$ cat config.mk
export PLATFORM = sky130hd
export DESIGN_NAME = dsa_ram
export DESIGN_NICKNAME = d
export VERILOG_FILES = /design/src/rtl/core/dsa_ram.sv
export SDC_FILE = /design/constraint.sdc
export NUM_CORES = 1
export LEC_CHECK = 0
export BUFFER_PORTS_ARGS = -buffer_cell sky130_fd_sc_hd__buf_2
export CORE_UTILIZATION = 60
export DETAILED_ROUTE_END_ITERATION = 16
export PLACE_DENSITY = 0.89
export SKIP_LAST_GASP = 1
export SYNTH_ARGS = -nofsm -noshare
export SYNTH_HDL_FRONTEND = slang
export SYNTH_SLANG_ARGS = --single-unit
$ cat constraint.sdc
create_clock -name clk -period 1.7 [get_ports clk]
set_input_delay 0 -clock clk [delete_from_list [all_inputs] [get_ports clk]]
set_output_delay 0 -clock clk [all_outputs]
set_load 0.1 [all_outputs]
$ cat src/rtl/core/dsa_ram.sv
`timescale 1ns / 1ps

module dsa_ram #(
	parameter int WIDTH = 8,
	parameter int DEPTH = 16,
	localparam int AW = $clog2(DEPTH)
) (
	input  logic             clk,
	input  logic             we,
	input  logic [AW-1:0]    waddr,
	input  logic [WIDTH-1:0] wdata,
	input  logic             re,
	input  logic [AW-1:0]    raddr,
	output logic [WIDTH-1:0] rdata
);

	logic [WIDTH-1:0] mem [DEPTH];

	// Write port and registered read port.
	always_ff @(posedge clk) begin
		if (we) begin
			mem[waddr] <= wdata;
		end
		if (re) begin
			rdata <= mem[raddr];
		end
	end

endmodule
# ---- Word level (Yosys, flattened, before mapping)
# Memory sizes are Yosys's and may differ from the RTL's. A register that Yosys moved wholly into a read port is not among the register bits.
# Index checks and enable logic that the tools add are counted.
dict set report word_totals {
  register_bits 0
  ram_bits 128
  in_bits 19
  output_inout_bits 8
  elab_cells 3
  n_memories 1
}
# name depth width read_ports rd_ports_with_merged_regs wr line_no
set memory_table {}
lappend memory_table {mem 16 8 1 1 1 17} ;# logic [WIDTH-1:0] mem [DEPTH];
dict set report op_classes {
  muxes 2
}
# cell n
set op_table {}
lappend op_table {{2-to-1 mux 1 bit} 2}

# ---- Longest topological paths before layout
# Gate-level depths: netlist (run 1).
dict set report depth {
  word_depth 2
  mapped_depth 5
  mapped_depth_nobuf 3
}

# ---- Worst setup path before layout (run 1)
# No wires, ideal clock.
dict set report synth_path {
  kind {input to register}
  start {in waddr[2]}
  end {mem mem[0][0], enable pin}
  setup_ns 0.383
  arrival_ns 1.110
  required_ns 1.317
  setup_slack_ns 0.207
  path_stages 2
  n_path_buf 0
  path_cell_list {or3b_2 -> nor3_1}
}
# element line_no
set synth_lines {}
lappend synth_lines {{from (decl)} 10} ;# input logic [AW-1:0] waddr,
lappend synth_lines {{to (decl)} 17}
# Straight into the memory's write port.

==> results.json, run 1 <==
{
  "hold_viol": 0,
  "grt_max_degree": 33,
  "cp-end-kind": "flip-flop",
  "htree_levels": 4,
  "clk_pin_slew_worst_paths_ns": 0.06,
  "die-area_um2": 9090,
  "use_met2_pct": 41.31,
  "io_pins": 27,
  "first_pass_iters": 5,
  "setup_ws_ns": 0.1091,
  "drc": 0,
  "nets": 312,
  "synth_top_cell_by_area": "edfxtp_1",
  "critPathKind": "reg -> reg",
  "grt_pass1_wl_um": 16080,
  "antenna_cells": 0,
  "grt_util_met1_pct": 35.89,
  "rows": 33,
  "nFillCells": 427,
  "regToRegEndpoint": "rdata[1]$_DFFE_PP_",
  "via_count": 2624,
  "avgSynthCellArea_um2": 22.83,
  "clock_skew_ns": 0.009452,
  "synth_top_area_share_pct": 78.12,
  "drtIter0Drc": 267,
  "critical_path.startpoint": "mem[9][1]$_DFFE_PP_",
  "antenna_found_initial": 0,
  "hold-path-cell-count": 3,
  "ys_types": 18,
  "ys_seq_area_share_pct": 78.12,
  "maxCapViolCount": 0,
  "area_growth_pct": 19.51,
  "grt_pass1_vias": 2692,
  "final_common_cell": "edfxtp_1",
  "crit_arrival_ns": 1.86,
  "hp-class": "in -> reg",
  "startpoint_type": "flip-flop",
  "rsz0062_at_grt": "no",
  "ys_seq_elements": 136,
  "tns_ns": 0,
  "grt_overflow": 0,
  "p_per_area_nw_per_um2": 1244,
  "ant_nets": 0,
  "cts.sinks": 136,
  "numCtsBuffers": 17,
  "place.gp.congestion": 0.7482,
  "most-common-layout-cells": "136 x edfxtp_1, 26 x buf_2, 18 x mux4_2, 17 x buf_4",
  "dp_slack_ns": 0.1953,
  "cts_tree": "built",
  "drive_gt1_share_pct": 31.37,
  "power.leakage_uw": 0.002135,
  "timing.final.crit_share_pct": 93.58,
  "yosysWarningCount": 0,
  "syn_nets": 248,
  "wl_per_cell_um": 25.46,
  "placed_cell_area_um2": 5590,
  "postSynthCellCount": 229,
  "clk_path_buf_depth": 2,
  "final_core_util_pct": 74.90,
  "final_cell_area_um2": 6247,
  "grt.total_usage_pct": 27.13,
  "ys_top_cells_by_area": "edfxtp_1 78%, mux4_2 7.8%, mux4_1 7.0%",
  "clock_latency_ns": 0.52,
  "ir_drop_mv": 0.8718,
  "die_w_um": 95.34,
  "die_h_um": 95.34,
  "r2r-start": "mem[9][1]$_DFFE_PP_",
  "cts_root_buf": "clkbuf_8",
  "crit_path_max_fanout": 1,
  "vias_per_cell": 6.384,
  "cp-endpoint": "rdata[1]$_DFFE_PP_",
  "drt_wl_total_um": 10460,
  "reg2reg_depth": 3,
  "worst-r2r-setup-slack_ns": 0.11,
  "worstMarginPinSlew_ns": 0.6255,
  "critPathRequiredTime_ns": 1.96,
  "max-slew-margin-rel_pct": 58.15,
  "fmax_mhz": 628.6,
  "port_buffers": 26,
  "drv_slew": 0,
  "core_area_um2": 8341,
  "post-dp-hpwl_um": 5993,
  "status": "complete, no violations",
  "grt_busiest_layer": "met2",
  "synth_area_um2": 5228,
  "grt_util_met3_pct": 8.373,
  "whs_ns": 0.03982,
  "setup_viol": 0,
  "fin_crit_ns": 1.591,
  "start_util_pct": 62.68
}
[routing by layer]
layer / vias to the layer above / wire length [um]
li1: 1108 / -
met1: 1337 / 4011
met2: 156 / 5321
met3: 23 / 837
met4: 0 / 292
met5: - / 0
[state kept, by name, indices dropped and copies added (netlist names)]
register,count
rdata,8
mem,128
[critical path, stage by stage (launching register included)]
cell	delay, ns
edfxtp_1	0.41
mux4_1	0.56
a22oi_1	0.27
nand2_1	0.09
[kinds of logic (layout without fill, tap and decap cells)]
logic type,count (synthesis),in the layout,synth area share [%]
compound gates,16,16,2.298
buf+inv,10,87,1.651
flops,136,136,78.12
mux,32,32,14.79
simple gates,35,35,3.136
[worst min-delay path by stage]
stage,startpoint,endpoint
finish,waddr[0],mem[0][7]$_DFFE_PP_
global route,waddr[1],mem[0][7]$_DFFE_PP_
CTS,waddr[0],mem[0][7]$_DFFE_PP_
detailed placement,re,rdata[6]$_DFFE_PP_
global placement,re,rdata[0]$_DFFE_PP_
floorplan,wdata[0],mem[0][0]$_DFFE_PP_
[metrics by stage]
step                total power, uW  cells
floorplan                      4173    229
global placement               4311    370
detailed placement             4331    370
CTS                            7804    411
global route                   7988    411
finish                         7772    411
[synth_stat cells (all sizes together)]
library cell and n:
or3b 1, nand3b 2, nand3 1, nor2b 1
a22oi 16, and2b 1, mux4 32, and2 1
nor2 13, nand2 9, nand2b 2, edfxtp 136
clkdlybuf4s25 3, buf 7, nor3 4
[where the power goes]
group	internal (uW)	switching (uW)	leakage, uW
registers	3780	25.1	0.00124
logic	166	314	0.000630
clock network	2090	1400	0.000268
total	6030	1740	0.00213
[repair_timing]
action / in CTS / in global routing
resized for setup: 0 / 0
hold endpoints to repair: 136 / 0
hold buffers: 9 / 0
buffers inserted: 0 / 0
[cell type report]
type,instances,area (um^2),area share [%]
repair buffers,55,407.9,6.529
multi-input cells,83,1057,16.92
clock buffers,17,414.1,6.629
flip-flops and latches,136,4084,65.37
clock inverters,15,152.6,2.443
well taps,105,131.4,2.103
No activity file was read; power rests on OpenSTA's default activity.
==> run 2, diff against run 1 <==
--- a/config.mk
+++ b/config.mk
@@ -5,6 +5,7 @@
 export SDC_FILE = /design/constraint.sdc
 export NUM_CORES = 1
 export LEC_CHECK = 0
+export ABC_AREA = 1
 export BUFFER_PORTS_ARGS = -buffer_cell sky130_fd_sc_hd__buf_2
 export CORE_UTILIZATION = 60
 export DETAILED_ROUTE_END_ITERATION = 16
==> run 2 against run 1 <==
  * First-iteration DRC count up 97%
  * Clock power rose by 11%
  * Via count rose by 59%
  * Fmax up 19%
  * Combinational power is 23% higher
  * Area after synthesis up 12%
  * Die area is 12% higher
  * Total power rose by 6.3%
  * Cell area grew 9.4%
  * Critical endpoint is now rdata[4]
  * Sequential share of layout area shrank 5.6 points
  * Critical path type is now reg -> out
  * Cell count up 80%
==> results.json, run 2 <==
{
  "critPathBufInv": 1,
  "grt_max_degree": 65,
  "setup_viol": 0,
  "ys_seq_elements": 136,
  "antenna_cells": 0,
  "drtIter0Drc": 526,
  "fmax_mhz": 748.8,
  "pwr-share-seq_pct": 46.0,
  "drive_gt1_share_pct": 12.09,
  "post-dp-hpwl_um": 8193,
  "postCtsSetupBuffers": 0,
  "p_per_area_nw_per_um2": 1209,
  "synth_top_cell_by_area": "edfxtp_1",
  "cp-end-kind": "output pin",
  "timing.final.crit_share_pct": 78.55,
  "switchingPower_uw": 1825,
  "largest_register": "mem",
  "clk_path_buf_depth": 2,
  "largest_reg_flops": 128,
  "power.leakage_uw": 0.002965,
  "path_cells": "buf_2",
  "critical_path.startpoint": "rdata[4]$_DFFE_PP_",
  "grt_pass1_wl_um": 21070,
  "postSynthCellCount": 551,
  "ys_top_cells_by_area": "edfxtp_1 70%, nand2_1 11%, nand3_1 8.3%",
  "numCtsBuffers": 17,
  "biggestRegsByFlops": "mem (128), rdata (8)",
  "critPathRequiredTime_ns": 1.70,
  "grt_overflow": 0,
  "start_util_pct": 62.68,
  "yosysWarningCount": 0,
  "core_area_um2": 9328,
  "die-area_um2": 10140,
  "ys.flop_type": "edfxtp_1",
  "ys_seq_area_share_pct": 69.85,
  "area_growth_pct": 16.91,
  "hold_viol": 0,
  "status": "complete, no violations",
  "path_delay_family": "buffers and inverters",
  "grt.total_usage_pct": 29.35,
  "pwr-share-comb_pct": 7.1,
  "first_pass_iters": 5,
  "nets": 618,
  "power_uw": 8261,
  "multi_input_area_um2": 1214,
  "synth_top_area_share_pct": 69.85,
  "drc": 0,
  "final_common_cell": "nand2_1",
  "cts.sinks": 136,
  "p_clk_share_pct": 46.8,
  "maxCapViolCount": 0,
  "port_buffers": 26,
  "clock_skew_ns": 0.004628,
  "ir_drop_mv": 1.000,
  "crit_path_top_delay_cell": "buf_2",
  "cts_tree": "built",
  "synth_area_um2": 5847,
  "avgSynthCellArea_um2": 10.61,
  "grt_pass1_vias": 4116,
  "synth-async-reset-ratio_pct": 0,
  "die_w_um": 100.7,
  "hp-class": "in -> reg",
  "rsz0062_at_grt": "no",
  "critPathMaxStageDelay_ns": 0.44,
  "drv_slew": 0,
  "drt_wl_total_um": 13640,
  "synth_edf_count": 136,
  "wl_per_cell_um": 18.40,
  "vias_per_cell": 5.642,
  "yosys.cell_count.top_type": "nand2_1",
  "worstMarginPinSlew_ns": 0.7365,
  "hold_start": "raddr[2]",
  "htree_levels": 4,
  "ant_nets": 0,
  "synth_common_cells": "173 x nand2_1, 136 x edfxtp_1, 100 x inv_1",
  "clk_pin_slew_worst_paths_ns": 0.06,
  "io_pins": 27,
  "seqCellArea_um2": 4084,
  "critPathKind": "reg -> out",
  "clock_latency_ns": 0.52,
  "intPower_uw": 6436,
  "p_sw_share_pct": 22.09,
  "max-slew-margin-rel_pct": 50.72,
  "nFillCells": 595,
  "tns_ns": 0,
  "ys_types": 11,
  "syn_nets": 570,
  "crit_path_max_fanout": 1,
  "cts_root_buf": "clkbuf_8",
  "crit_arrival_ns": 1.34,
  "startpoint_type": "flip-flop",
  "most-common-layout-cells": "173 x nand2_1, 136 x edfxtp_1, 100 x inv_1, 97 x nand3_1, 26 x buf_2",
  "fin_crit_ns": 1.335,
  "rows": 35,
  "antenna_found_initial": 0,
  "via_count": 4181,
  "place.gp.congestion": 0.9270,
  "die_h_um": 100.7,
  "r2r-start": "mem[2][2]$_DFFE_PP_"
}
## run 2: cell count changes after synthesis, moves of 10 or more
cell,change
a22oi_1,-16
nand3_1,+96
inv_1,+100
mux4_2,-18
buf_2,+10
mux4_1,-14
nand2_1,+164
## run 2: logic make-up (layout without fill, tap and decap cells)
kind of cell,Yosys count,after routing,share of synthesized area (%)
buffers and inverters,126,187,9.394
flip-flops,136,136,69.85
AND/OR/NAND/NOR,289,289,20.76
## run 2: power by group through the flow
stage	registers, uW	logic [uW]	clock network [uW]
final	3800	590	3870
after floorplan	3980	265	0
after global placement	3870	532	0
after CTS	3800	579	3870
after global routing	3810	630	4020
after detailed placement	3870	554	0
## run 2: cell type report
cell class | count | area share (%)
Sequential cell | 136 | 59.75
Multi-Input combinational cell | 289 | 17.76
Clock buffer | 18 | 6.114
Inverter | 102 | 5.601
Timing Repair Buffer | 53 | 5.418
Clock inverter | 14 | 3.002
Tap cell | 129 | 2.361
## run 2: worst paths after layout
kind                         to  slack (ns)  cells past startpoint
max                    rdata[4]        0.36                      1
min          rdata[2]$_DFFE_PP_        0.06                      4
max reg2reg  rdata[2]$_DFFE_PP_        0.44                      6
min reg2reg  rdata[0]$_DFFE_PP_        0.74                      6
## run 2: timing repair
action / in CTS / in global routing
hold buffers: 10 / 0
hold endpoints to repair: 143 / 0
gates resized for setup: 0 / 0
## run 2: worst reg2reg max path: cells and delay by family (launching register included)
| kind | cells | cell delay, ns |
|---|---|---|
| buf+inv | 1 | 0.07 |
| flops | 1 | 0.37 |
| simple gates | 5 | 0.57 |
## run 2: metrics by stage
| step | cells | instance area [um^2] | hold slack [ns] | utilization, % | setup slack [ns] |
|---|---|---|---|---|---|
| after global placement | 699 | 6112 | 0.3617 | 65.53 | 0.3309 |
| final | 741 | 6835 | 0.05707 | 73.28 | 0.3646 |
| after global routing | 741 | 6835 | 0.07588 | 73.28 | 0.3419 |
| after CTS | 741 | 6835 | 0.03195 | 73.28 | 0.3680 |
| after detailed placement | 699 | 6112 | 0.3734 | 65.53 | 0.2624 |
| after floorplan | 551 | 5847 | 0.09887 | - | 0.7492 |
## run 2: routing by layer
| layer | GRT usage (%) | vias up | part of all wire (%) |
|---|---|---|---|
| li1 | - | 1878 | - |
| met1 | 36.86 | 1940 | 37 |
| met2 | 47.95 | 317 | 50 |
| met3 | 7.559 | 46 | 9.8 |
| met4 | 14.16 | 0 | 3.6 |
| met5 | 0 | - | 0 |
==> run 3, diff against run 2 <==
--- a/config.mk
+++ b/config.mk
@@ -7,9 +7,9 @@
 export LEC_CHECK = 0
 export ABC_AREA = 1
 export BUFFER_PORTS_ARGS = -buffer_cell sky130_fd_sc_hd__buf_2
-export CORE_UTILIZATION = 60
+export CORE_UTILIZATION = 55
 export DETAILED_ROUTE_END_ITERATION = 16
-export PLACE_DENSITY = 0.89
+export PLACE_DENSITY = 0.86
 export SKIP_LAST_GASP = 1
 export SYNTH_ARGS = -nofsm -noshare
 export SYNTH_HDL_FRONTEND = slang
==> constraint.sdc (replaced) <==
create_clock -name clk -period 1.15 [get_ports clk]
set_input_delay 0 -clock clk [delete_from_list [all_inputs] [get_ports clk]]
set_output_delay 0 -clock clk [all_outputs]
set_load 0.1 [all_outputs]
==> run 3 against run 2 <==
  * The run now ends with negative setup slack left
  * Combinational power grew 65%
  * Sequential share of layout area shrank 2.6 points
  * Hold slack gained 0.045 ns
  * Via count grew 2.0%
  * Cell count grew 1.9%
  * Register-to-register slack lost 0.45 ns
  * Clock power grew 65%
  * Flip-flop and latch count is the same
  * Critical endpoint unchanged
  * Largest cell class unchanged
  * Highest routed layer unchanged
==> results.json, run 3 (synthesis results as in run 2) <==
{
  "status": "finished with violations",
  "failed_checks": "negative setup slack",
  "grt_max_degree": 40,
  "timing.final.crit_share_pct": 101.6,
  "power.leakage_uw": 0.003104,
  "max-slew-margin-rel_pct": 55.87,
  "p_per_area_nw_per_um2": 1815,
  "area_growth_pct": 22.23,
  "critPathRequiredTime_ns": 1.15,
  "maxCapViolCount": 0,
  "nFillCells": 643,
  "die_h_um": 105.1,
  "clock_skew_ns": 0.007686,
  "post-dp-hpwl_um": 8098,
  "io_pins": 27,
  "antenna_cells": 0,
  "critPathBufInv": 1,
  "final_core_util_pct": 69.23,
  "drv_slew": 0,
  "drive_gt1_share_pct": 17.45,
  "clock_latency_ns": 0.54,
  "crit_path_top_delay_cell": "edfxtp_1",
  "fin_crit_ns": 1.169,
  "start_util_pct": 56.64,
  "place.gp.congestion": 0.8347,
  "drc": 0,
  "largest_reg_flops": 128,
  "critPathMaxStageDelay_ns": 0.42,
  "path_delay_family": "flip-flops",
  "setup_ws_ns": -0.01870,
  "final_common_cell": "nand2_1",
  "cp-end-kind": "output pin",
  "die_w_um": 105.1,
  "cts.sinks": 136,
  "die-area_um2": 11050,
  "hold_viol": 0,
  "power_uw": 12970,
  "grt_pass1_wl_um": 22010,
  "startpoint_type": "flip-flop",
  "rsz0062_at_grt": "yes",
  "fmax_mhz": 855.6,
  "ant_nets": 0,
  "vias_per_cell": 5.648,
  "rows": 37,
  "hp-class": "in -> reg",
  "setup_viol": 7,
  "grt_overflow": 0,
  "clk_path_buf_depth": 2,
  "critPathKind": "reg -> out",
  "grt.total_usage_pct": 27.66,
  "grt_pass1_vias": 4159,
  "most-common-layout-cells": "170 x nand2_1, 136 x edfxtp_1, 99 x inv_1, 76 x nand3_1",
  "crit_path_max_fanout": 1,
  "placedCellCount": 713,
  "worstMarginPinSlew_ns": 0.6610,
  "whs_ns": 0.1022,
  "ir_drop_mv": 1.199,
  "cts_root_buf": "clkbuf_8",
  "cts_tree": "built",
  "biggestRegsByFlops": "mem (128), rdata (8)",
  "core_area_um2": 10320,
  "port_buffers": 26,
  "path_cells": "buf_6",
  "htree_levels": 4,
  "nets": 625,
  "drtIter0Drc": 546,
  "via_count": 4264,
  "wl_per_cell_um": 19.48,
  "first_pass_iters": 7,
  "fin_cells": 755,
  "largest_register": "mem",
  "clk_pin_slew_worst_paths_ns": 0.06,
  "crit_arrival_ns": 1.17,
  "dp_slack_ns": -0.1129,
  "numCtsBuffers": 17,
  "drt_wl_total_um": 14710,
  "antenna_found_initial": 0
}
run 3: changes by cell type in the layout (fill, tap and decap cells not counted), moves of 3 or more:
cell	delta
nand3_1	-21
nand3_2	+21
buf_2	-8
buf_6	+8
buf_4	+5
inv_6	+3
nand2_1	-3
nand2_2	+3
run 3: layer usage:
layer	GRT usage (%)	vias up	wire length, um
met4	17.51	0	677
met5	0	-	0
met2	44.18	310	7341
li1	-	1892	-
met1	34.02	2008	5297
met3	6.550	54	1390
run 3: what timing repair did:
action,4_1_cts,5_1_grt
pin swaps,0,6
hold buffers,10,0
buffers inserted,0,0
gates resized for setup,15,26
hold endpoints to repair,144,0
setup endpoints to repair,10,15
run 3: worst paths after layout:
check / start / end / slack, ns / depth (start not counted)
setup reg to reg: mem[13][5]$_DFFE_PP_ / rdata[5]$_DFFE_PP_ / -0.01 / 6
hold / removal: we / mem[2][0]$_DFFE_PP_ / 0.10 / 4
hold reg to reg: mem[14][7]$_DFFE_PP_ / rdata[7]$_DFFE_PP_ / 0.76 / 6
setup / recovery: rdata[4]$_DFFE_PP_ / rdata[4] / -0.02 / 1
run 3: power by group:
group,leakage (uW),internal [uW],switching [uW],total (uW)
logic,0.00153,272,700,973
registers,0.00124,5590,41.3,5630
clock network,0.000334,4210,2160,6370
run 3: stage by stage:
| step | TNS (ns) | area, um^2 |
|---|---|---|
| after floorplan | 0 | 5847 |
| after global placement | -0.1235 | 6198 |
| after detailed placement | -0.4052 | 6198 |
| after CTS | -0.1349 | 7033 |
| after global routing | -0.2870 | 7147 |
| final | -0.06730 | 7147 |
run 3: layout make-up:
type | instances | area (um^2) | area share, %
clock buffers | 18 | 417.9 | 5.847
repair buffers | 60 | 498.0 | 6.968
clock inverters | 14 | 267.8 | 3.747
inverters | 102 | 382.9 | 5.357
multi-input cells | 289 | 1326 | 18.56
flip-flops and latches | 136 | 4084 | 57.14
well taps | 136 | 170.2 | 2.381
run 3: worst min-delay path, stage by stage:
cell and delay [ns]:
buf_2 0.11, nand2_1 0.10, nor2_1 0.10, buf_4 0.19
